<file path="src/rtl/pst_ram.sv">
module pst_ram #(
   parameter int WIDTH = 8,
   parameter int DEPTH = 16
) (
   input  logic                                   clock,
   input  logic                                   wr_en,
   input  logic [((DEPTH > 1) ? $clog2(DEPTH) : 1)-1:0] wr_addr,
   input  logic [WIDTH-1:0]                       wr_data,
   input  logic [((DEPTH > 1) ? $clog2(DEPTH) : 1)-1:0] rd_addr,
   output logic [WIDTH-1:0]                       rd_data
);

   logic [WIDTH-1:0] mem [DEPTH];
   logic [WIDTH-1:0] rd_data_ff;

   always_ff @(posedge clock) begin
      if (wr_en) begin
         mem[wr_addr] <= wr_data;
      end
      rd_data_ff <= mem[rd_addr];
   end

   assign rd_data = rd_data_ff;

endmodule

</file>
<file path="config.mk">
export PLATFORM = sky130hd
export DESIGN_NAME = pst_ram
export DESIGN_NICKNAME = d
export VERILOG_FILES = /design/src/rtl/pst_ram.sv
export SDC_FILE = /design/constraint.sdc
export NUM_CORES = 1
export LEC_CHECK = 0
export BUFFER_PORTS_ARGS = -buffer_cell sky130_fd_sc_hd__buf_4
export CORE_MARGIN = 4
export CORE_UTILIZATION = 25
export CTS_CLUSTER_SIZE = 24
export DETAILED_ROUTE_END_ITERATION = 8
export HOLD_SLACK_MARGIN = 0.05
export SYNTH_ARGS = -nofsm -noshare
export SYNTH_HDL_FRONTEND = slang
export SYNTH_SLANG_ARGS = --single-unit
</file>
<file path="constraint.sdc">
create_clock -name clock -period 1.9 [get_ports clock]
set_clock_uncertainty 0.15 [all_clocks]
set_input_delay 0.19 -clock clock [delete_from_list [all_inputs] [get_ports clock]]
set_output_delay 0.19 -clock clock [all_outputs]
set_load 0.02 [all_outputs]
</file>
==> results.sh <==
export IMPL_ys_seq_elements=136
export IMPL_cts_tree="done"
export IMPL_drive_above_1_share_pct=28.9
export IMPL_clkTransAtPathRegs_ps=50
export IMPL_viasPerCell=4.28
export IMPL_synthTopCellsByArea="edfxtp_1, mux4_2, mux4_1"
export IMPL_synthTopCellsByCount="edfxtp_1, mux4_2, a22oi_1, mux4_1, nor2_1"
export IMPL_p_sw_share_pct=19.6
export IMPL_power_density_nw_per_um2=1050
export IMPL_p_int_mw=5.39
export IMPL_syn_area_per_cell_um2=22.5
export IMPL_finalNetCount=310
export IMPL_slowest_stage="mux4_1"
export IMPL_drt_wl_total_um=10800
export IMPL_cp_arrival_ps=1660
export IMPL_critical_path_required_ps=2040
export IMPL_startpoint_type="flop"
export IMPL_worstPathCellList="mux4_1 > a22oi_1 > nand2_1"
export IMPL_grt_overflow_total=0
export IMPL_htree_levels=4
export IMPL_grt_start_max_net_pins=22
export IMPL_ys_flop_type="edfxtp_1"
export IMPL_relSlewSlack_pct=72.4
export IMPL_antenna_left=0
export IMPL_core_area_um2=20200
export IMPL_cts_setup_buffers=0
export IMPL_synth_seq_area_share_pct=77.8
export IMPL_finalSetupViolCount=0
export IMPL_yosysMostFrequentCell="edfxtp_1"
export IMPL_tightest_slew_ps=415
export IMPL_cap_violations=0
export IMPL_grt_util_all_layers_pct=10.2
export IMPL_antenna_found_initial=0
export IMPL_async_flop_share_pct=0
export IMPL_clkPwrFrac_pct=44.0
export IMPL_status="complete, no violations"
export IMPL_ys_types=19
export IMPL_cp_max_fo=1
export IMPL_portBuffers=25
export IMPL_syn_cell_area_um2=5150
export IMPL_p_seq_share_pct=50.4
export IMPL_synthesis_nets=247
export IMPL_die_width_um=151
export IMPL_drcViolationCount=0
export IMPL_setup_tns_ps=0
export IMPL_cts_root_buffer="clkbuf_16"
export IMPL_synthToLayoutAreaGrowth_pct=24.2
export IMPL_start_util_pct=25.4
export IMPL_rows=52
export IMPL_insertion_delay_ps=410
export IMPL_wl_per_cell_um=18.8
export IMPL_yosysTopAreaCell="edfxtp_1"
export IMPL_cts_buffer_depth=2
export IMPL_max_freq_ghz=0.656
export IMPL_pwr_share_comb_pct=5.6
export IMPL_fin_crit_ps=1530
export IMPL_routabilityCongestion=0.734
export IMPL_dp_hpwl_um=6870
export IMPL_yosys_warnings=0
export IMPL_p_leak_nw=2.13
export IMPL_diodes=0
export IMPL_switching_power_mw=1.32
export IMPL_final_core_util_pct=31.6
export IMPL_fp_dieH_um=151
export IMPL_drt_iter0_markers=143
export IMPL_synth_edf_count=128
export IMPL_grt_pass1_vias=2634
export IMPL_synth_cells=229
export IMPL_cts_buffers=17
export IMPL_rsz0062_at_grt="no"
export IMPL_n_fill_cell=1935
export IMPL_vdd_drop_max_uv=594
export IMPL_path_buf_inv=0
export IMPL_firstDrtPassIters=6
export IMPL_critPathKind="reg2reg"
export IMPL_cp_end_kind="flop"
export IMPL_hold_viol=0
export IMPL_grt_pass1_wl_um=16600
export IMPL_min_period_over_period_pct=80.3
export IMPL_hp_class="in2reg"
export IMPL_floorplan_die_area_um2=22900
export IMPL_synth_top_area_share_pct=74.7
export IMPL_critPathMaxStageDelay_ps=550
export IMPL_critPathTopFamily="multiplexers"
export IMPL_num_io_pins=26
export IMPL_cts_sinks=136
export IMPL_drv_slew=0
export IMPL_dr_total_vias=2459
logic make-up (layout without fill, tap and decap cells):
family / after synthesis / count (layout) / synth area share [%]
mux: 32 / 32 / 15.0
buf+inv: 10 / 86 / 1.68
flops: 136 / 136 / 77.8
simple gates: 35 / 35 / 3.18
compound gates: 16 / 16 / 2.33
metrics by stage:
stage	area, um^2	setup slack [ps]	hold WS, ps	power (mW)	instances
2_1_floorplan	5150	67.1	139	3.63	229
3_3_place_gp	5780	172	340	3.80	535
3_5_place_dp	5780	146	356	3.82	535
4_1_cts	6390	353	144	6.78	575
5_1_grt	6390	302	164	6.97	575
6_report	6390	375	164	6.71	575
cell usage in the layout (no fill, tap or decap), types with 8 or more instances in the layout:
| master | instances |
|---|---|
| a22oi_1 | 16 |
| buf_4 | 43 |
| clkbuf_1 | 9 |
| clkbuf_16 | 17 |
| dfxtp_1 | 8 |
| dlygate4sd3_1 | 8 |
| edfxtp_1 | 128 |
| mux4_1 | 14 |
| mux4_2 | 18 |
| nand2_1 | 9 |
| nor2_1 | 13 |
metal layers:
| metal | up-vias | global-route usage [%] | share of wire [%] |
|---|---|---|---|
| met5 | - | 0 | 0 |
| met4 | 0 | 3.91 | 1.3 |
| met3 | 12 | 3.42 | 5.5 |
| met2 | 58 | 15.8 | 48 |
| met1 | 1289 | 13.4 | 45 |
| li1 | 1100 | - | - |
path summary, 6_finish.rpt:
check | from | endpoint | slack (ps) | cells after the start
min | wr_addr[0] | mem[8][0] | 160 | 3
min reg2reg | mem[15][5] | rd_data[5] | 520 | 3
max | mem[9][2] | rd_data[2] | 370 | 3
max reg2reg | mem[9][2] | rd_data[2] | 370 | 3
sequential cells by signal, summed over array words and instances (netlist names):
name     cells
mem        128
rd_data      8
tightest hold or removal path, cell delays in order:
cell and delay (ps):
buf_4 120, nor3_1 60, buf_4 180
repair_timing:
item,CTS,global route
gates resized for setup,0,0
hold buffers,8,0
endpoints found under the hold margin,128,0
final cells by class:
type                    instances  area, um^2  area share, %
flip-flops and latches        136        4000           62.6
clock inverters                 4        45.0          0.705
well taps                     270         338           5.28
clock buffers                  28         487           7.61
multi-input cells              83        1060           16.5
repair buffers                 54         463           7.24
power by group through the flow:
stage,sequential [mW],clock (mW),combinational (mW)
CTS,3.38,3.01,0.385
floorplan,3.46,0,0.170
global route,3.39,3.17,0.409
detailed placement,3.45,0,0.371
global placement,3.44,0,0.362
finish,3.38,2.95,0.375
Note: power is estimated with default switching activity, not from simulation.
